## src/hdl/sdmw_pkg.sv

```systemverilog
// ---------------------------------------------------------------------------
// sdmw_pkg
// Shared types and constants for the weighted sparse distributed memory.
// ---------------------------------------------------------------------------
package sdmw_pkg;

   localparam int unsigned LOCATIONS_DEF    = 1024;
   localparam int unsigned ADDR_BITS_DEF    = 64;
   localparam int unsigned DATA_BITS_DEF    = 64;
   localparam int unsigned COUNTER_BITS_DEF = 32;

   localparam int unsigned OPCODE_W  = 2;
   localparam int unsigned LOC_IDX_W = 10;
   localparam int unsigned FIELD_W   = 64;
   localparam int unsigned ACTIVE_W  = 11;
   localparam int unsigned STEP_W    = 16;
   localparam int unsigned LIU_W     = 11;
   localparam int unsigned WEIGHT_W  = 17;
   localparam int unsigned SUM_W     = 64;

   localparam int unsigned CSR_IDX_W  = 1;
   localparam int unsigned CSR_DATA_W = 16;

   localparam logic [WEIGHT_W-1:0] ONE_Q16 = 17'h10000;

   localparam logic [STEP_W-1:0] STEP_RESET = 16'd655;
   localparam logic [LIU_W-1:0]  LIU_RESET  = 11'd1024;

   localparam logic [OPCODE_W-1:0] OP_LOAD     = 2'd0;
   localparam logic [OPCODE_W-1:0] OP_STORE    = 2'd1;
   localparam logic [OPCODE_W-1:0] OP_RETRIEVE = 2'd2;

   localparam logic [CSR_IDX_W-1:0] CSR_THRESHOLD_STEP   = 1'b0;
   localparam logic [CSR_IDX_W-1:0] CSR_LOCATIONS_IN_USE = 1'b1;

   typedef struct packed {
      logic valid;
      logic active;
   } sdmw_wstat_type;

   typedef struct packed {
      logic clear;
      logic accumulate;
   } sdmw_lane_ctl_type;

endpackage

```

## src/hdl/sdmw_lane.sv

```systemverilog
// ---------------------------------------------------------------------------
// sdmw_lane
// One data bit: saturating counter update and weighted retrieve sum.
// ---------------------------------------------------------------------------
module sdmw_lane
   import sdmw_pkg::*;
#(
   parameter int unsigned COUNTER_BITS = COUNTER_BITS_DEF
) (
   input  logic                    clock,
   input  logic                    reset,
   input  sdmw_lane_ctl_type       ctl,
   input  logic [COUNTER_BITS-1:0] counter_in,
   input  logic [WEIGHT_W-1:0]     weight,
   input  logic                    data_bit,
   output logic [COUNTER_BITS-1:0] counter_out,
   output logic                    sum_nonneg
);
   localparam int unsigned CX_W   = COUNTER_BITS + 2;
   localparam int unsigned PROD_W = COUNTER_BITS + WEIGHT_W;

   logic signed [COUNTER_BITS-1:0] cnt_s;
   logic signed [WEIGHT_W:0]       w_s;
   logic signed [CX_W-1:0]         cx;
   logic signed [CX_W-1:0]         wx;
   logic signed [CX_W-1:0]         upd;
   logic [2:0]                     upd_hi;
   logic signed [PROD_W-1:0]       prod;
   logic signed [SUM_W:0]          acc;

   logic signed [PROD_W-1:0] prod_ff;
   logic                     prod_valid_ff;
   logic signed [SUM_W-1:0]  sum_ff;

   always_comb begin
      cnt_s  = counter_in;
      w_s    = $signed({1'b0, weight});
      cx     = CX_W'(cnt_s);
      wx     = CX_W'(w_s);
      upd    = data_bit ? (cx + wx) : (cx - wx);
      upd_hi = upd[CX_W-1 -: 3];
      if (upd_hi == 3'b000 || upd_hi == 3'b111) begin
         counter_out = upd[COUNTER_BITS-1:0];
      end else if (upd[CX_W-1]) begin
         counter_out = {1'b1, {(COUNTER_BITS-1){1'b0}}};
      end else begin
         counter_out = {1'b0, {(COUNTER_BITS-1){1'b1}}};
      end
      prod = PROD_W'(cnt_s) * PROD_W'(w_s);
      acc  = (SUM_W+1)'(sum_ff) + (SUM_W+1)'(prod_ff);
   end

   always_ff @(posedge clock) begin
      if (reset) begin
         prod_valid_ff <= 1'b0;
      end else begin
         prod_valid_ff <= ctl.accumulate;
      end
      prod_ff <= prod;
      if (ctl.clear) begin
         sum_ff <= '0;
      end else if (prod_valid_ff) begin
         if (acc[SUM_W] != acc[SUM_W-1]) begin
            sum_ff <= acc[SUM_W] ? {1'b1, {(SUM_W-1){1'b0}}} : {1'b0, {(SUM_W-1){1'b1}}};
         end else begin
            sum_ff <= acc[SUM_W-1:0];
         end
      end
   end

   assign sum_nonneg = !sum_ff[SUM_W-1];
endmodule
```

## config.mk

```make
export PLATFORM = sky130hd
export DESIGN_NAME = sdmw_lane
export DESIGN_NICKNAME = d
export VERILOG_FILES = /design/src/hdl/sdmw_pkg.sv /design/src/hdl/sdmw_lane.sv
export SDC_FILE = /design/constraint.sdc
export NUM_CORES = 2
export LEC_CHECK = 0
export BUFFER_PORTS_ARGS = -buffer_cell sky130_fd_sc_hd__buf_2
export CELL_PAD_IN_SITES_DETAIL_PLACEMENT = 1
export CELL_PAD_IN_SITES_GLOBAL_PLACEMENT = 2
export CORE_MARGIN = 8
export CORE_UTILIZATION = 44
export CTS_CLUSTER_SIZE = 20
export DETAILED_ROUTE_END_ITERATION = 10
export GPL_ROUTABILITY_DRIVEN = 0
export PLACE_DENSITY = 0.88
export SLEW_MARGIN = 20
export SYNTH_ARGS = -nofsm -noshare
export SYNTH_HDL_FRONTEND = slang
export SYNTH_SLANG_ARGS = --single-unit
```

## constraint.sdc

```tcl
create_clock -name clock -period 19.7 [get_ports clock]
set_input_delay 1.97 -clock clock [delete_from_list [all_inputs] [get_ports clock]]
set_output_delay 1.97 -clock clock [all_outputs]
set_load 0.03 [all_outputs]
```

# --- After elaboration in Yosys (flattened, before gate mapping) ---
# Index checks and enable logic that the tools add are counted.
totals:
  reg_bits: 114
  input_bits: 54
  out_inout_bits: 33
  wordCells: 17
op_classes:
  add_sub_neg: 3
  n_mul: 1
  eq_ne: 2
  muxes: 5
  reduce_logical: 3
ops:
  columns: ["operator", "count"]
  rows:
  - ["$mux W64", 2]
  - ["$add A64 B49 Y65", 1]
  - ["$mux W32", 2]
  - ["$mul A32 B18 Y49", 1]
  - ["$mux W34", 1]
  - ["$add A32 B18 Y33", 1]
  - ["$sub A32 B18 Y33", 1]
  - ["$eq A3 B3 Y1 const B", 1]
  - ["$logic_not A3 Y1", 1]
  - ["$logic_not A1 Y1", 1]
  - ["$logic_or A1 B1 Y1", 1]
  - ["$ne A1 B1 Y1", 1]

# --- Depth between registers and ports, before layout ---
depth:
  depth_word: 5
  ltp_mapped: 27

# --- Worst setup path after synthesis ---
# Ideal clock, no wire load.
synth_timing:
  path_kind: "input -> output"
  from: "in weight[9]"
  to: "out counter_out[19]"
  arrival_time_ps: 7057
  t_required_ps: 17730
  setup_slack_ps: 10673
  path_stages: 20
  n_path_buf: 2
  cell_sequence: "clkbuf_1 > nor3_1 > nand2_1 > nor4_1 > nand2_1 > nor4_1 > ha_1 > mux2_2 > ha_1 > nand3_1 > nor2_1 > nand4_1 > o211ai_1 > a311o_1 > or4_1 > a311oi_2 > xnor2_1 > nor2_1 > buf_2 > o21ai_0"
synth_via:
  elab_chain_cells: 5
  elab_cells_between_ends: 8
  classes_between: "add/sub: 2; eq/ne: 1; mux: 3; reduce/logical: 2"
synth_rtl:
  columns: ["element", "line_no", "rtl"]
  rows:
  - ["from (decl)", "sdmw_lane.sv:14", "input logic [WEIGHT_W-1:0] weight,"]
  - ["$sub A32 B18 Y33 / $add A32 B18 Y33 (equally long branches)", "sdmw_lane.sv:40", "upd = data_bit ? (cx + wx) : (cx - wx);"]
  - ["$mux W34 (*)", "sdmw_lane.sv:40", null]
  - ["$eq A3 B3 Y1 / $logic_not A3 Y1 (equally long branches)", "sdmw_lane.sv:42", "if (upd_hi == 3'b000 || upd_hi == 3'b111) begin"]
  - ["$logic_or A1 B1 Y1", "sdmw_lane.sv:42", null]
  - ["$mux W32 (*)", "sdmw_lane.sv:42", null]
  - ["to (decl)", "sdmw_lane.sv:16", "output logic [COUNTER_BITS-1:0] counter_out,"]
# Every way passes the cells marked *; elsewhere a longest branch is shown, timed or not.

# --- Final worst setup path ---
layout_timing:
  from: "in weight[9]"
  to: "out counter_out[24]"
# The elaborated chain is that of the path after synthesis.

==> impl_metrics.env <==
export IMPL_fin_skew_ns=0.0148
export IMPL_post_route_period_util=0.520
export IMPL_drv_cap=0
export IMPL_drt_wl_total_mm=85.0
export IMPL_cts_tree="done"
export IMPL_yosysUniqueCellTypes=72
export IMPL_synth_area_sq_um=28600
export IMPL_finalHoldViolCount=0
export IMPL_final_nets=4122
export IMPL_overflow=0
export IMPL_grt_pass1_vias=26011
export IMPL_synth_edf_count=0
export IMPL_grt_total_usage=0.232
export IMPL_relSlewSlack=0.375
export IMPL_clock_latency_ns=0.44
export IMPL_drive_above_1_share=0.0445
export IMPL_root_buffer="clkbuf_16"
export IMPL_ios=87
export IMPL_antenna_found_initial=4
export IMPL_synth_ff_latch_count=114
export IMPL_async_reset_ff_frac=0
export IMPL_syn2layout_area_growth_pct=5.38
export IMPL_ant_nets=0
export IMPL_setup_violations=0
export IMPL_worstSetupStartpointType="input pin"
export IMPL_fmax_mhz=97.6
export IMPL_crit_path_end_kind="output port"
export IMPL_start_util=0.444
export IMPL_post_cts_buffers=0
export IMPL_synth_flop_cell="dfxtp_1"
export IMPL_die_w_um=271
export IMPL_status="finished clean"
export IMPL_clockBufferDepth=2
export IMPL_die_area_sq_um=73300
export IMPL_cp_arrival_ns=8.28
export IMPL_fp_dieH_um=271
export IMPL_min_period_ns=10.25
export IMPL_core_sq_um=64300
export IMPL_final_common_cell="inv_1"
export IMPL_place_ws_ns=9.04
export IMPL_grt_max_degree=87
export IMPL_hold_class="reg -> reg"
export IMPL_rows=93
export IMPL_slew_violations=0
export IMPL_syn_area_per_cell_sq_um=8.40
export IMPL_htree_levels=4
export IMPL_syn_inst=3400
export IMPL_crit_type="in -> out"
export IMPL_timing_hold_ws_ns=0.491
export IMPL_ys_warn_count=0
export IMPL_clock_sinks=114
export IMPL_tns_ns=0
export IMPL_synth_nets=4185
export IMPL_cts_resized_gates=0
export IMPL_cts_made_buffers=17
export IMPL_drc=0
export IMPL_mostFrequentLayoutCells="inv_1, fa_1, nand2_1"
export IMPL_worstPathRequired_ns=17.73
export IMPL_hpwl_mm=65.4
export IMPL_tightest_slew_ns=0.937
export IMPL_path_clk_slew_ns=0.07
export IMPL_vias=22954
export IMPL_setup_slack_ns=9.45
export IMPL_synth_seq_area_share=0.0799
export IMPL_drt_iter0_drc=1059
export IMPL_dr_pass1_iters=5
export IMPL_grt_setup_unrepaired="no"
export IMPL_vias_per_cell=5.46
export IMPL_grt_pass1_wl_mm=139
export IMPL_port_buffers=86
export IMPL_wl_per_cell_um=20.2
export IMPL_cp_max_fo=34
export IMPL_fill_cells=7686
export IMPL_holdBufCountCts=0
[cell families (layout without fill, tap and decap cells)]
| group | Yosys count | after routing | synth area share |
|---|---|---|---|
| multiplexers | 2 | 2 | 0.000788 |
| XOR/XNOR | 160 | 160 | 0.0493 |
| adder cells (fa/ha/maj) | 743 | 743 | 0.461 |
| AND/OR/NAND/NOR | 905 | 905 | 0.158 |
| other | 0 | 1 | 0 |
| buffers and inverters | 843 | 793 | 0.112 |
| flip-flops | 114 | 114 | 0.0799 |
| AO/OA/AOI/OAI | 633 | 633 | 0.139 |
[synth_stat cells, types with 4 or more instances]
library cell,n,area share
a21o_1,80,0.021
o21a_1,15,0.0039
o211ai_1,10,0.0026
a211oi_1,55,0.014
a31oi_1,28,0.0061
and2_1,313,0.069
nor2b_1,9,0.0020
a21oi_1,199,0.035
nand2_1,317,0.042
nor2_1,141,0.019
o21ai_0,143,0.025
o21ai_1,13,0.0023
ha_1,213,0.093
or3_1,6,0.0013
and3_1,13,0.0028
nor4_1,4,0.00088
maj3_1,12,0.0042
clkbuf_1,153,0.020
fa_1,518,0.36
o31ai_1,5,0.0013
and4_1,8,0.0025
dfxtp_1,114,0.080
a2bb2oi_1,4,0.0012
buf_2,17,0.0030
xnor2_1,106,0.033
nand3_1,22,0.0039
xor2_1,53,0.016
nor3_1,13,0.0023
a221oi_1,7,0.0021
o41a_1,4,0.0016
inv_1,664,0.087
a311oi_1,12,0.0037
o21bai_1,22,0.0058
or4_1,4,0.0011
nand2b_1,15,0.0033
buf_4,5,0.0013
nand4_1,32,0.0070
[per-stage QoR]
stage           util  cells  cell area, sq um
2_1_floorplan      -   3400             28600
3_3_place_gp   0.458   4173             29400
3_5_place_dp   0.458   4173             29400
4_1_cts        0.467   4205             30100
5_1_grt        0.468   4206             30100
6_report       0.468   4206             30100
[area by class of cell]
cell class                      count  area, sq um  share of cell area
Antenna cell                        1         2.50           0.0000831
Clock buffer                       17          425              0.0141
Clock inverter                     15          208             0.00690
Inverter                          665         2500              0.0829
Multi-Input combinational cell   2443        23100               0.768
Sequential cell                   114         2280              0.0759
Tap cell                          855         1070              0.0355
Timing Repair Buffer               96          505              0.0168
[registers in the layout, indices dropped and copies added, names as in the netlist]
signal         count
prod_valid_ff      1
prod_ff           49
sum_ff            64
[worst max-delay path, stage by stage]
cell     delay, ns
buf_2         0.39
nor3_1        0.42
nand2_1       0.15
nor4_1        0.38
nand2_1       0.17
nor4_2        0.60
ha_1          0.36
mux2_2        0.26
ha_1          0.36
a21o_1        0.19
a21o_1        0.18
a21o_1        0.18
nand2_1       0.07
o41a_1        0.12
o21ai_0       0.14
o21ai_0       0.42
o21ai_0       0.24
xor2_2        0.55
nand2_1       0.59
a21oi_1       0.28
buf_2         0.22
[path summary, 6_finish.rpt]
path                                 from                      end  slack, ns  cells past startpoint
hold reg to reg   sum_ff[46]$_SDFFE_PP0P_  sum_ff[46]$_SDFFE_PP0P_       0.49                      2
hold / removal    sum_ff[46]$_SDFFE_PP0P_  sum_ff[46]$_SDFFE_PP0P_       0.49                      2
setup / recovery                weight[9]          counter_out[24]       9.45                     21
setup reg to reg      prod_ff[48]$_DFF_P_   sum_ff[5]$_SDFFE_PP0P_      14.77                     12
[routing by layer]
metal | vias to the layer above | share of wire | track usage | wire length [um]
met2 | 488 | 0.49 | 0.403 | 41400
met4 | 2 | 0.018 | 0.0533 | 1560
met3 | 107 | 0.045 | 0.0313 | 3870
met1 | 11835 | 0.45 | 0.304 | 38100
li1 | 10522 | - | - | -
met5 | - | 0.00012 | 0 | 10
Power is not shown: default switching activity piles up to over one toggle a cycle in this logic, so the estimate is an artifact.
