**config.mk**
```make
export PLATFORM = sky130hd
export DESIGN_NAME = sdmw_weight
export DESIGN_NICKNAME = d
export VERILOG_FILES = /design/src/hdl/sdmw_pkg.sv /design/src/hdl/sdmw_weight.sv
export SDC_FILE = /design/constraint.sdc
export NUM_CORES = 1
export LEC_CHECK = 0
export BUFFER_PORTS_ARGS = -buffer_cell sky130_fd_sc_hd__buf_4
export CORE_MARGIN = 8
export CORE_UTILIZATION = 36
export DETAILED_ROUTE_END_ITERATION = 16
export PLACE_DENSITY_LB_ADDON = 0.08
export SYNTH_ARGS = -nofsm -noshare
export SYNTH_HDL_FRONTEND = slang
export SYNTH_SLANG_ARGS = --single-unit
```
**constraint.sdc**
```tcl
create_clock -name clock -period 8.4 [get_ports clock]
set_input_delay 0.84 -clock clock [delete_from_list [all_inputs] [get_ports clock]]
set_output_delay 0.84 -clock clock [all_outputs]
set_load 0.05 [all_outputs]
```
**src/hdl/sdmw_pkg.sv**
```systemverilog
// ---------------------------------------------------------------------------
// sdmw_pkg
// Shared types and constants for the weighted sparse distributed memory.
// ---------------------------------------------------------------------------
package sdmw_pkg;

   localparam int unsigned LOCATIONS_DEF    = 1024;
   localparam int unsigned ADDR_BITS_DEF    = 64;
   localparam int unsigned DATA_BITS_DEF    = 64;
   localparam int unsigned COUNTER_BITS_DEF = 32;

   localparam int unsigned OPCODE_W  = 2;
   localparam int unsigned LOC_IDX_W = 10;
   localparam int unsigned FIELD_W   = 64;
   localparam int unsigned ACTIVE_W  = 11;
   localparam int unsigned STEP_W    = 16;
   localparam int unsigned LIU_W     = 11;
   localparam int unsigned WEIGHT_W  = 17;
   localparam int unsigned SUM_W     = 64;

   localparam int unsigned CSR_IDX_W  = 1;
   localparam int unsigned CSR_DATA_W = 16;

   localparam logic [WEIGHT_W-1:0] ONE_Q16 = 17'h10000;

   localparam logic [STEP_W-1:0] STEP_RESET = 16'd655;
   localparam logic [LIU_W-1:0]  LIU_RESET  = 11'd1024;

   localparam logic [OPCODE_W-1:0] OP_LOAD     = 2'd0;
   localparam logic [OPCODE_W-1:0] OP_STORE    = 2'd1;
   localparam logic [OPCODE_W-1:0] OP_RETRIEVE = 2'd2;

   localparam logic [CSR_IDX_W-1:0] CSR_THRESHOLD_STEP   = 1'b0;
   localparam logic [CSR_IDX_W-1:0] CSR_LOCATIONS_IN_USE = 1'b1;

   typedef struct packed {
      logic valid;
      logic active;
   } sdmw_wstat_type;

   typedef struct packed {
      logic clear;
      logic accumulate;
   } sdmw_lane_ctl_type;

endpackage

```
**src/hdl/sdmw_weight.sv**
```systemverilog
// ---------------------------------------------------------------------------
// sdmw_weight
// Two-stage distance and weight pipeline for one location per cycle.
// ---------------------------------------------------------------------------
module sdmw_weight
   import sdmw_pkg::*;
#(
   parameter int unsigned ADDR_BITS = ADDR_BITS_DEF
) (
   input  logic                             clock,
   input  logic                             reset,
   input  logic                             valid_in,
   input  logic [ADDR_BITS-1:0]             loc_addr,
   input  logic [ADDR_BITS-1:0]             key,
   input  logic [$clog2(ADDR_BITS+1)-1:0]   base,
   input  logic [STEP_W-1:0]                step,
   output logic [$clog2(ADDR_BITS+1)-1:0]   distance,
   output logic                             dist_valid,
   output logic [WEIGHT_W-1:0]              weight,
   output sdmw_wstat_type                   stat
);
   localparam int unsigned DIST_W = $clog2(ADDR_BITS + 1);
   localparam int unsigned PROD_W = STEP_W + DIST_W;
   localparam int unsigned WF_W   = PROD_W + 2;

   function automatic logic [6:0] popcount(input logic [63:0] v);
      logic [3:0] cnt [8];
      logic [6:0] s;
      for (int k = 0; k < 8; k++) begin
         cnt[k] = '0;
         for (int m = 0; m < 8; m++) begin
            cnt[k] = cnt[k] + 4'(v[8*k+m]);
         end
      end
      s = '0;
      for (int k = 0; k < 8; k++) begin
         s = s + 7'(cnt[k]);
      end
      return s;
   endfunction

   logic [DIST_W-1:0]   dist_ff;
   logic                dist_valid_ff;
   logic [WEIGHT_W-1:0] weight_ff;
   sdmw_wstat_type      stat_ff;

   logic [DIST_W-1:0] diff;
   logic [PROD_W-1:0] prod;
   logic [WF_W-1:0]   wfull;

   always_comb begin
      diff  = dist_ff - base;
      prod  = PROD_W'(step) * PROD_W'(diff);
      wfull = WF_W'(ONE_Q16) - WF_W'(prod);
   end

   always_ff @(posedge clock) begin
      if (reset) begin
         dist_valid_ff <= 1'b0;
         stat_ff       <= '0;
      end else begin
         dist_valid_ff  <= valid_in;
         stat_ff.valid  <= dist_valid_ff;
         stat_ff.active <= !wfull[WF_W-1] && (wfull != '0);
      end
      dist_ff   <= DIST_W'(popcount(64'(loc_addr ^ key)));
      weight_ff <= wfull[WEIGHT_W-1:0];
   end

   assign distance   = dist_ff;
   assign dist_valid = dist_valid_ff;
   assign weight     = weight_ff;
   assign stat       = stat_ff;
endmodule

```
Word level (Yosys, flattened, before mapping)
Cells that the tools add are included.

word-level totals
  word-level logic and storage cells = 75
  bits in registers = 27
  output and inout port bits = 27
  bits of input ports = 154

operators by class
  $mul = 1
  reductions and logical operators = 3
  add/subtract/negate cells = 65
  bitwise operators = 1

operators with widths
  kind                    count
  $add 4x1->4             32
  $xor 64x64->64          1
  $add 3x1->4             8
  $add 7x4->7             4
  $reduce_bool 25->1      1
  $add 2x1->3             8
  $sub 17x23->24 const A  1
  $mul 16x7->23           1
  $add 1x1->2             8
  $add 6x4->7             1
  $sub 7x7->7             1
  $add 5x4->6             1
  $add 4x4->5             1
  $logic_and 1x1->1       1
  $logic_not 1->1         1

Depth between registers and ports, before layout
Gate-level depths: netlist (run 1).

  word-level depth = 15
  gate-level depth with buffers = 30
  depth with buffers taken out = 29

Worst setup path after synthesis (run 1)
OpenSTA, ideal clock, no wires.

  kind = in2reg
  start point = in base[0]
  end point = reg stat_ff (netlist bit stat[0])
  cell stages on the path = 27
  library setup time = 129 ps
  buffers on the path = 1
  data required time = 8271 ps
  arrival = 6723 ps
  slack = 1548 ps
  cell sequence = ha_1 > inv_1 > fa_1 > a21oi_1 > nor2_1 > nor2_1 > o21bai_1 > a21oi_1 > xnor2_1 > clkbuf_1 > nand2_1 > fa_1 > fa_1 > fa_1 > inv_1 > fa_1 > inv_1 > ha_1 > and3_1 > a221oi_2 > a21oi_1 > xor2_1 > or4b_1 > nor4_2 > nand4b_1 > o211ai_1 > o211ai_1

between the ends
  cells in the longest elaborated chain, start to end = 5
  elaborated cells on any way between the ends = 6
  those cells by class = add/sub (2); mul (1); reduce/logical (3)

RTL lines
  item                RTL line           source
  start, declared     sdmw_weight.sv:15  input logic [$clog2(ADDR_BITS+1)-1:0] base,
  $sub 7x7->7         sdmw_weight.sv:52  diff = dist_ff - base;
  $mul 16x7->23       sdmw_weight.sv:53  prod = PROD_W'(step) * PROD_W'(diff);
  $sub 17x23->24      sdmw_weight.sv:54  wfull = WF_W'(ONE_Q16) - WF_W'(prod);
  via wfull[11]       sdmw_weight.sv:49  logic [WF_W-1:0] wfull;
  $reduce_bool 25->1  sdmw_weight.sv:64  stat_ff.active <= !wfull[WF_W-1] && (wfull != '0);
  $logic_and 1x1->1   sdmw_weight.sv:64
  end, declared       sdmw_weight.sv:45  sdmw_wstat_type stat_ff;

The timed path passes the listed nets, and every way through them passes these cells.
A chain may end at the register's enable or synchronous reset.

Worst setup path after layout (run 1)
Ends and elaborated chain as after synthesis.

==> results.py, run 1 <==
metrics = {
    "routing": {
        "route.antenna.remaining_nets": 0,
        "routed_wl_mm": 16.01,
        "drt_iter0_drc": 116,
        "via_per_inst": 4.379,
        "route.detailed.drc": 0,
        "wl_per_cell_um": 13.24,
        "firstDrtPassIters": 4,
        "vias": 5294,
    },
    "yosys": {
        "post-synth-top-count-cell": "inv_1",
        "mappedNetlistArea_um2": 6967,
        "synth-seq-cells": 27,
        "avgSynthCellArea_um2": 9.131,
        "synth_ff_type": "dfxtp_1",
        "yosysUniqueCellTypes": 43,
        "synth_commonest_cells": "inv_1, fa_1, ha_1",
        "synth-warning-count": 0,
        "syn-num-nets": 1121,
        "yosysTopAreaCellShare_pct": 36.49,
        "syn_inst": 763,
        "synth.area.top_cells": "fa_1, ha_1, inv_1",
        "synth-async-reset-ratio_pct": 0,
        "synth_edf_count": 0,
        "ys_seq_area_share_pct": 7.759,
        "synth_area_leader_cell": "fa_1",
    },
    "floorplanning": {
        "start_util_pct": 36.27,
        "dieArea_um2": 24060,
        "pin_count": 181,
        "core_um2": 19210,
        "std_cell_rows": 51,
        "die_h_um": 155.1,
        "die_w_um": 155.1,
    },
    "layout": {
        "final_nets": 1303,
        "drive_above_1_share_pct": 20.55,
        "syn_to_final_growth_pct": 25.45,
        "layout.cells.non_filler": 1209,
        "antennaDiodeCount": 0,
    },
    "run": {
        "max_cap_viol_count": 0,
    },
    "worst_setup_path": {
        "cp.buffers_inverters": 5,
        "startpoint_type": "input port",
        "r2r_setup_slack_ns": 1.89,
        "required_ns": 8.56,
        "endpoint_kind": "flop",
        "crit_family": "adder cells",
        "crit_top_cell": "fa_1",
        "crit_type": "input port to flop",
        "critPathSlowestCell": "or4b_1",
        "cp.arrival_ns": 6.95,
        "slowest_delay_ns": 0.54,
        "path_max_fanout": 16,
    },
    "timing": {
        "worstMarginPinSlew_ns": 0.6288,
        "fmax_mhz": 147.4,
        "period_share_pct": 80.74,
        "setup-tns-final_ns": 0,
        "fin_crit_ns": 6.782,
        "finalHoldViolations": 0,
        "rsz0062_at_grt": "false",
        "slew_headroom_pct": 57.00,
        "skew_ns": 0.01195,
        "slew_violations": 0,
        "setup_viol": 0,
    },
    "global_route": {
        "grt_pass1_wl_mm": 27.20,
        "grt_use_total_pct": 13.74,
        "grt_antenna_before_repair": 0,
        "grt_start_max_net_pins": 17,
        "grt_pass1_vias": 5924,
        "grt_overflow": 0,
    },
    "cts": {
        "tritoncts": "done",
        "clkLatencyLatePin_ns": 0.28,
        "clkTransAtPathRegs_ns": 0.08,
        "cts_setup_buffers": 0,
        "cts_num_sinks": 27,
        "clockRootBuffer": "clkbuf_16",
        "cts_buffers": 3,
        "ctsResizeCount": 0,
        "cts-hold-fix-buffers": 0,
        "clk_path_buf_depth": 2,
        "cts_max_level": 1,
    },
    "place": {
        "place.gp.congestion": 0.7586,
        "numPortBuffers": 180,
        "dp_hpwl_mm": 14.84,
        "place_inst": 1205,
    },
    "min_path": {
        "hold_class": "flop to flop",
    },
    "run_status": {
        "status": "finished clean",
    },
}
-- final cells by class --
| type | instances | area, µm² |
|---|---|---|
| Fill cell | 1927 | 10470 |
| Multi-Input combinational cell | 535 | 5672 |
| Timing Repair Buffer | 185 | 1389 |
| Inverter | 193 | 724.4 |
| Sequential cell | 27 | 540.5 |
| Tap cell | 265 | 331.6 |
| Clock buffer | 3 | 75.07 |
| Clock inverter | 1 | 7.507 |
-- logic make-up (layout without fill, tap and decap cells) --
| family | after synthesis | after routing | share of synthesized area [%] |
|---|---|---|---|
| fa+ha+maj | 204 | 204 | 50.32 |
| buf+inv | 201 | 382 | 10.83 |
| compound gates | 69 | 69 | 6.753 |
| mux | 1 | 1 | 0.1616 |
| simple gates | 172 | 172 | 12.99 |
| xor+xnor | 89 | 89 | 11.19 |
| flops | 27 | 27 | 7.759 |
-- flip-flops by register name, indices dropped and copies added, names as in the netlist --
signal      flops
weight         17
dist_valid      1
distance        7
stat            2
-- per-stage QoR --
stage | instance area (µm²) | worst slack, ns | utilization (%) | hold slack (ns)
6_report | 8740 | 1.618 | 45.50 | 0.4641
5_1_grt | 8740 | 1.157 | 45.50 | 0.4815
4_1_cts | 8740 | 1.559 | 45.50 | 0.4669
3_5_place_dp | 8657 | 1.268 | 45.07 | 0.4618
3_3_place_gp | 8657 | 1.343 | 45.07 | 0.4543
2_1_floorplan | 6967 | 1.548 | - | 0.7005
-- metal layers --
layer  part of all wire [%]  GRT usage [%]  up-vias
met5                      0              0        -
met4                   0.33          1.213        0
met3                    7.5          4.161        6
met2                     50          25.56      130
met1                     42          15.69     2498
li1                       -              -     2660
-- path summary, 6_finish.rpt --
kind	startpoint	to	depth (start not counted)
max	base[0]	stat[0]$_SDFF_PP0_	28
min	dist_valid$_SDFF_PP0_	stat[1]$_SDFF_PP0_	1
min reg2reg	dist_valid$_SDFF_PP0_	stat[1]$_SDFF_PP0_	1
max reg2reg	distance[0]$_DFF_P_	stat[0]$_SDFF_PP0_	28
-- placed cells by master (no fill, tap or decap), types with 5 or more instances in the layout --
master	netlist	layout
xnor2_1	40	40
a21o_1	11	11
and2_1	56	56
a21oi_1	23	23
o21bai_1	5	5
fa_1	127	127
nor2_1	16	16
nand2b_1	15	15
dfxtp_1	27	27
ha_1	77	77
xor2_1	49	49
nor3_1	5	5
nand2_1	55	55
nand3_1	6	6
inv_1	193	193
nor2b_1	5	5
buf_4	0	185
Power of run 1 is left out: the tool's default activity adds up to more than one toggle a clock period on the data nets, which glitch-free logic cannot reach.
==> run 2: changes to the inputs <==
==> constraint.sdc (replaced) <==
create_clock -name clock -period 7.1 [get_ports clock]
set_input_delay 0.71 -clock clock [delete_from_list [all_inputs] [get_ports clock]]
set_output_delay 0.71 -clock clock [all_outputs]
set_load 0.05 [all_outputs]
==> run 2 against run 1 <==
  * Sequential cell count is the same
  * Register-to-register slack lost 1.3 ns
  * Final cell count grew 0.91%
  * Wire length grew 2.5%
  * Setup slack lost 1.1 ns
  * Global-route usage grew 0.58 points
  * Sequential share of layout area shrank 0.075 points
  * Clock skew shrank 0.0043 ns
  * Core utilization grew 0.56 points
  * Hold slack gained 0.0036 ns
  * Non-clock buffer count grew 11
==> results.py, run 2 (synthesis results as in run 1) <==
metrics = {
    "run_status": {
        "status": "finished clean",
    },
    "floorplanning": {
        "die_w_um": 155.1,
        "std_cell_rows": 51,
        "pin_count": 181,
        "start_util_pct": 36.27,
        "die_h_um": 155.1,
        "dieArea_um2": 24060,
        "core_um2": 19210,
    },
    "worst_setup_path": {
        "r2r-start": "distance[0]$_DFF_P_",
        "slowest_delay_ns": 0.48,
        "r2r_setup_slack_ns": 0.62,
        "critPathSlowestCell": "fa_1",
        "startpoint_type": "input port",
        "required_ns": 7.30,
        "cp.arrival_ns": 6.83,
        "path_max_fanout": 7,
        "r2r_end": "stat[0]$_SDFF_PP0_",
        "endpoint_kind": "flop",
        "crit_type": "input port to flop",
        "worstRegToRegCells": 28,
        "crit_top_cell": "fa_1",
    },
    "place": {
        "place.gp.congestion": 0.7704,
        "dp_slack_ns": -0.09330,
        "numPortBuffers": 180,
        "dp_hpwl_mm": 15.25,
    },
    "cts": {
        "clkLatencyLatePin_ns": 0.27,
        "cts_buffers": 3,
        "clk_path_buf_depth": 2,
        "clkTransAtPathRegs_ns": 0.07,
        "tritoncts": "done",
        "cts_num_sinks": 27,
        "clockRootBuffer": "clkbuf_16",
        "cts_max_level": 1,
    },
    "layout": {
        "antennaDiodeCount": 0,
        "syn_to_final_growth_pct": 26.99,
        "fillers": 1935,
        "final_common_cell": "buf_4",
        "final_nets": 1314,
        "mostFrequentLayoutCells": "buf_4, inv_1, fa_1, ha_1, and2_1",
        "drive_above_1_share_pct": 21.68,
        "largest_reg_flops": 17,
    },
    "timing": {
        "finalHoldViolations": 0,
        "rsz0062_at_grt": "false",
        "slew_headroom_pct": 62.10,
        "period_share_pct": 93.41,
        "fin_crit_ns": 6.632,
        "worstMarginPinSlew_ns": 0.5678,
        "setup_ws_ns": 0.4681,
        "fmax_mhz": 150.8,
        "skew_ns": 0.007633,
        "setup_viol": 0,
        "slew_violations": 0,
    },
    "routing": {
        "drt_iter0_drc": 78,
        "firstDrtPassIters": 4,
        "wl_per_cell_um": 13.45,
        "route.detailed.drc": 0,
        "via_per_inst": 4.389,
        "route.antenna.remaining_nets": 0,
        "vias": 5355,
        "routed_wl_mm": 16.41,
    },
    "min_path": {
        "worstHoldStart": "dist_valid$_SDFF_PP0_",
        "min_path_cells": 1,
        "whs_endpoint": "stat[1]$_SDFF_PP0_",
        "hold_class": "flop to flop",
    },
    "global_route": {
        "grt_antenna_before_repair": 0,
        "grt_pass1_wl_mm": 28.52,
        "grt_use_total_pct": 14.33,
        "grt_start_max_net_pins": 17,
        "grt_overflow": 0,
        "grt_pass1_vias": 6218,
    },
    "run": {
        "max_cap_viol_count": 0,
    },
}
-- run 2: cell count changes in the layout (fill, tap and decap cells not counted), sizes merged --
cell,previous run,this run
buf,185,196
-- run 2: final cells by class --
class                           count  area (µm²)  share of cell area [%]
Multi-Input combinational cell    535        5697                   64.39
Timing Repair Buffer              196        1471                   16.63
Inverter                          193       724.4                   8.188
Sequential cell                    27       540.5                   6.109
Tap cell                          265       331.6                   3.748
Clock buffer                        3       75.07                  0.8485
Clock inverter                      1       7.507                 0.08485
-- run 2: worst max path at each step --
stage                     startpoint                 end  cells past startpoint
after floorplan              base[0]  stat[0]$_SDFF_PP0_                     27
after global placement       base[0]  stat[0]$_SDFF_PP0_                     28
after detailed placement     base[0]  stat[0]$_SDFF_PP0_                     28
after CTS                    base[0]  stat[0]$_SDFF_PP0_                     28
after global routing         base[0]  stat[0]$_SDFF_PP0_                     28
final                        base[0]  stat[0]$_SDFF_PP0_                     28
-- run 2: per-stage QoR --
stage,hold WS (ns),instance area [µm²],setup TNS (ns),utilization [%],cells
after floorplan,0.7005,6967,0,-,763
after global placement,0.4497,8740,0,45.50,1216
after detailed placement,0.4525,8740,-0.09330,45.50,1216
after CTS,0.4706,8822,0,45.93,1220
after global routing,0.4902,8847,0,46.06,1220
final,0.4677,8847,0,46.06,1220
-- run 2: critical path: cells and delay by family --
kind / cells / cell delay [ns]
xor gates and xnor gates: 1 / 0.21
adders and majority gates: 7 / 2.72
muxes: 1 / 0.35
AOI/OAI and AO/OA: 8 / 1.48
and+or+nand+nor: 5 / 0.72
buffers and inverters: 6 / 0.65
-- run 2: per-layer routing --
layer	track usage, %	up-vias	wire length, µm
met5	0	-	0
met4	1.260	0	55
met3	3.967	6	1164
met2	26.76	138	8269
met1	16.49	2527	6924
li1	-	2684	-
-- run 2: timing repair --
item / in CTS / in global routing
setup endpoints to repair: 0 / 1
setup buffers: 0 / 0
hold buffers: 0 / 0
hold endpoints to repair: 0 / 0
gates resized for setup: 0 / 4
Power of run 2 is left out for the same reason.
==> run 3: changes to the inputs <==
--- a/config.mk
+++ b/config.mk
@@ -5,9 +5,11 @@
 export SDC_FILE = /design/constraint.sdc
 export NUM_CORES = 1
 export LEC_CHECK = 0
+export ABC_AREA = 1
 export BUFFER_PORTS_ARGS = -buffer_cell sky130_fd_sc_hd__buf_4
 export CORE_MARGIN = 8
 export CORE_UTILIZATION = 36
+export CTS_BUF_LIST = sky130_fd_sc_hd__clkbuf_4
 export DETAILED_ROUTE_END_ITERATION = 16
 export PLACE_DENSITY_LB_ADDON = 0.08
 export SYNTH_ARGS = -nofsm -noshare
==> constraint.sdc (replaced) <==
create_clock -name clock -period 7.1 [get_ports clock]
set_input_delay 0.71 -clock clock [delete_from_list [all_inputs] [get_ports clock]]
set_output_delay 0.71 -clock clock [all_outputs]
set_load 0.005 [all_outputs]
==> run 3 against run 2 <==
  * Register-to-register slack improved by 0.52 ns
  * Critical path depth decreased by 8
  * Global-route usage increased by 1.1 points
  * Fmax increased by 9.1%
  * Design area increased by 2.9%
  * Clock skew increased by 0.00093 ns
  * Sequential cell count unchanged
  * Hold slack got worse by 0.032 ns
  * Setup slack improved by 0.55 ns
  * Synthesized cell count increased by 28%
  * Largest cell class unchanged
  * Core utilization decreased by 1.1 points
  * Via count increased by 15%
==> results.py, run 3 <==
metrics = {
    "yosys": {
        "ys_seq_area_share_pct": 7.296,
        "mappedNetlistArea_um2": 7408,
        "synth_area_leader_cell": "fa_1",
        "synth_commonest_cells": "inv_1, nand2_1, fa_1",
        "synth-seq-cells": 27,
        "synth-async-reset-ratio_pct": 0,
        "synth_edf_count": 0,
        "synth.area.top_cells": "fa_1, inv_1, ha_1",
        "syn-num-nets": 1334,
        "syn_inst": 976,
        "post-synth-top-count-cell": "inv_1",
        "avgSynthCellArea_um2": 7.591,
        "yosysUniqueCellTypes": 30,
        "yosysTopAreaCellShare_pct": 34.32,
        "synth-warning-count": 0,
        "synth_ff_type": "dfxtp_1",
    },
    "routing": {
        "wl_per_cell_um": 13.26,
        "route.antenna.remaining_nets": 0,
        "drt_iter0_drc": 179,
        "routed_wl_mm": 18.91,
        "via_per_inst": 4.315,
        "vias": 6153,
        "route.detailed.drc": 0,
        "firstDrtPassIters": 4,
    },
    "layout": {
        "largest_reg_flops": 17,
        "drive_above_1_share_pct": 17.33,
        "final_nets": 1513,
        "utilization_pct": 45.01,
        "mostFrequentLayoutCells": "inv_1, nand2_1, buf_4, fa_1, ha_1",
        "syn_to_final_growth_pct": 22.94,
        "final_common_cell": "inv_1",
        "stdcell_area_um2": 9107,
    },
    "timing": {
        "slew_violations": 0,
        "period_share_pct": 85.62,
        "skew_ns": 0.008560,
        "rsz0062_at_grt": "false",
        "finalHoldViolations": 0,
        "slew_headroom_pct": 52.94,
        "setup-tns-final_ns": 0,
        "worstMarginPinSlew_ns": 0.7052,
        "setup_viol": 0,
        "fmax_mhz": 164.5,
        "fin_crit_ns": 6.079,
    },
    "floorplanning": {
        "dieArea_um2": 25430,
        "die_h_um": 159.5,
        "die_w_um": 159.5,
        "start_util_pct": 36.61,
        "pin_count": 181,
        "core_um2": 20230,
        "std_cell_rows": 52,
    },
    "worst_setup_path": {
        "cp.arrival_ns": 6.40,
        "r2r-start": "distance[0]$_DFF_P_",
        "crit_type": "input port to flop",
        "critPathLaunch": "key[33]",
        "endpoint_kind": "flop",
        "r2r_end": "stat[0]$_SDFF_PP0_",
        "r2r_setup_slack_ns": 1.14,
        "startpoint_type": "input port",
        "required_ns": 7.42,
        "path_max_fanout": 2,
        "worstRegToRegCells": 34,
    },
    "cts": {
        "cts_setup_buffers": 0,
        "clkLatencyLatePin_ns": 0.37,
        "tritoncts": "done",
        "clk_path_buf_depth": 2,
        "cts-hold-fix-buffers": 0,
        "clockRootBuffer": "clkbuf_4",
        "cts_buffers": 3,
        "clkTransAtPathRegs_ns": 0.19,
        "cts_num_sinks": 27,
        "cts_max_level": 1,
        "ctsResizeCount": 0,
    },
    "min_path": {
        "min_path_cells": 2,
        "whs_endpoint": "stat[1]$_SDFF_PP0_",
        "hold_class": "flop to flop",
        "worstHoldStart": "dist_valid$_SDFF_PP0_",
    },
    "global_route": {
        "grt_overflow": 0,
        "grt_pass1_wl_mm": 32.29,
        "grt_antenna_before_repair": 1,
        "grt_start_max_net_pins": 17,
        "grt_pass1_vias": 6916,
        "grt_use_total_pct": 15.42,
    },
    "run": {
        "max_cap_viol_count": 0,
    },
    "place": {
        "dp_hpwl_mm": 17.57,
        "placed_area_um2": 9072,
        "place.gp.congestion": 0.7936,
        "numPortBuffers": 180,
    },
    "run_status": {
        "status": "finished clean",
    },
}
run 3: cell count changes after synthesis, moves of 25 or more:
| cell | previous run | this run |
|---|---|---|
| nor2_1 | 16 | 73 |
| inv_1 | 193 | 287 |
| and2_1 | 56 | 1 |
| nand2_1 | 55 | 208 |
| nand3_1 | 6 | 31 |
run 3: layout make-up:
| type | count | area, µm² |
|---|---|---|
| antenna | 2 | 5.005 |
| clock buffer | 3 | 22.52 |
| clock inverter | 1 | 7.507 |
| fill | 2115 | 11130 |
| inverter | 289 | 1085 |
| multi-input combinational | 652 | 5743 |
| sequential | 27 | 540.5 |
| tap | 270 | 337.8 |
| timing repair buffer | 182 | 1366 |
run 3: worst max-delay path by stage:
stage | endpoint | slack, ns
3_5_place_dp | distance[6]$_DFF_P_ | 0.57
6_report | distance[6]$_DFF_P_ | 1.02
2_1_floorplan | distance[6]$_DFF_P_ | 0.90
3_3_place_gp | distance[6]$_DFF_P_ | 0.62
4_1_cts | distance[6]$_DFF_P_ | 0.99
5_1_grt | stat[0]$_SDFF_PP0_ | 0.69
run 3: worst max-delay path: stages:
cell      delay [ns]
buf_4           0.11
xor2_1          0.16
fa_1            0.54
inv_1           0.05
fa_1            0.50
inv_1           0.05
fa_1            0.52
inv_1           0.05
fa_1            0.49
inv_1           0.05
fa_1            0.46
fa_1            0.51
fa_1            0.51
fa_1            0.56
ha_1            0.15
inv_1           0.05
fa_1            0.39
o21ai_0         0.31
a21oi_1         0.11
o21bai_1        0.12
run 3: cell families (layout without fill, tap and decap cells):
| logic type | Yosys count | in the layout | synth area share, % |
|---|---|---|---|
| other cells | 0 | 2 | 0 |
| compound gates | 34 | 34 | 2.685 |
| buf+inv | 297 | 475 | 15.18 |
| fa+ha+maj | 204 | 204 | 47.32 |
| xor+xnor | 72 | 72 | 8.512 |
| simple gates | 342 | 342 | 19.00 |
| flops | 27 | 27 | 7.296 |
run 3: stage by stage:
step | worst slack (ns) | hold WS (ns) | std cells
3_5_place_dp | 0.5713 | 0.4248 | 1420
6_report | 1.021 | 0.4360 | 1426
4_1_cts | 0.9875 | 0.4409 | 1424
5_1_grt | 0.6925 | 0.4577 | 1425
2_1_floorplan | 0.8999 | 0.4196 | 976
3_3_place_gp | 0.6193 | 0.4106 | 1420
run 3: routing by layer:
| layer | GRT usage, % | vias up | wire [µm] |
|---|---|---|---|
| li1 | - | 3176 | - |
| met1 | 16.66 | 2814 | 7596 |
| met2 | 29.78 | 147 | 9822 |
| met3 | 3.904 | 16 | 1261 |
| met4 | 2.787 | 0 | 225 |
| met5 | 0 | - | 0 |
Power of run 3 is left out for the same reason.
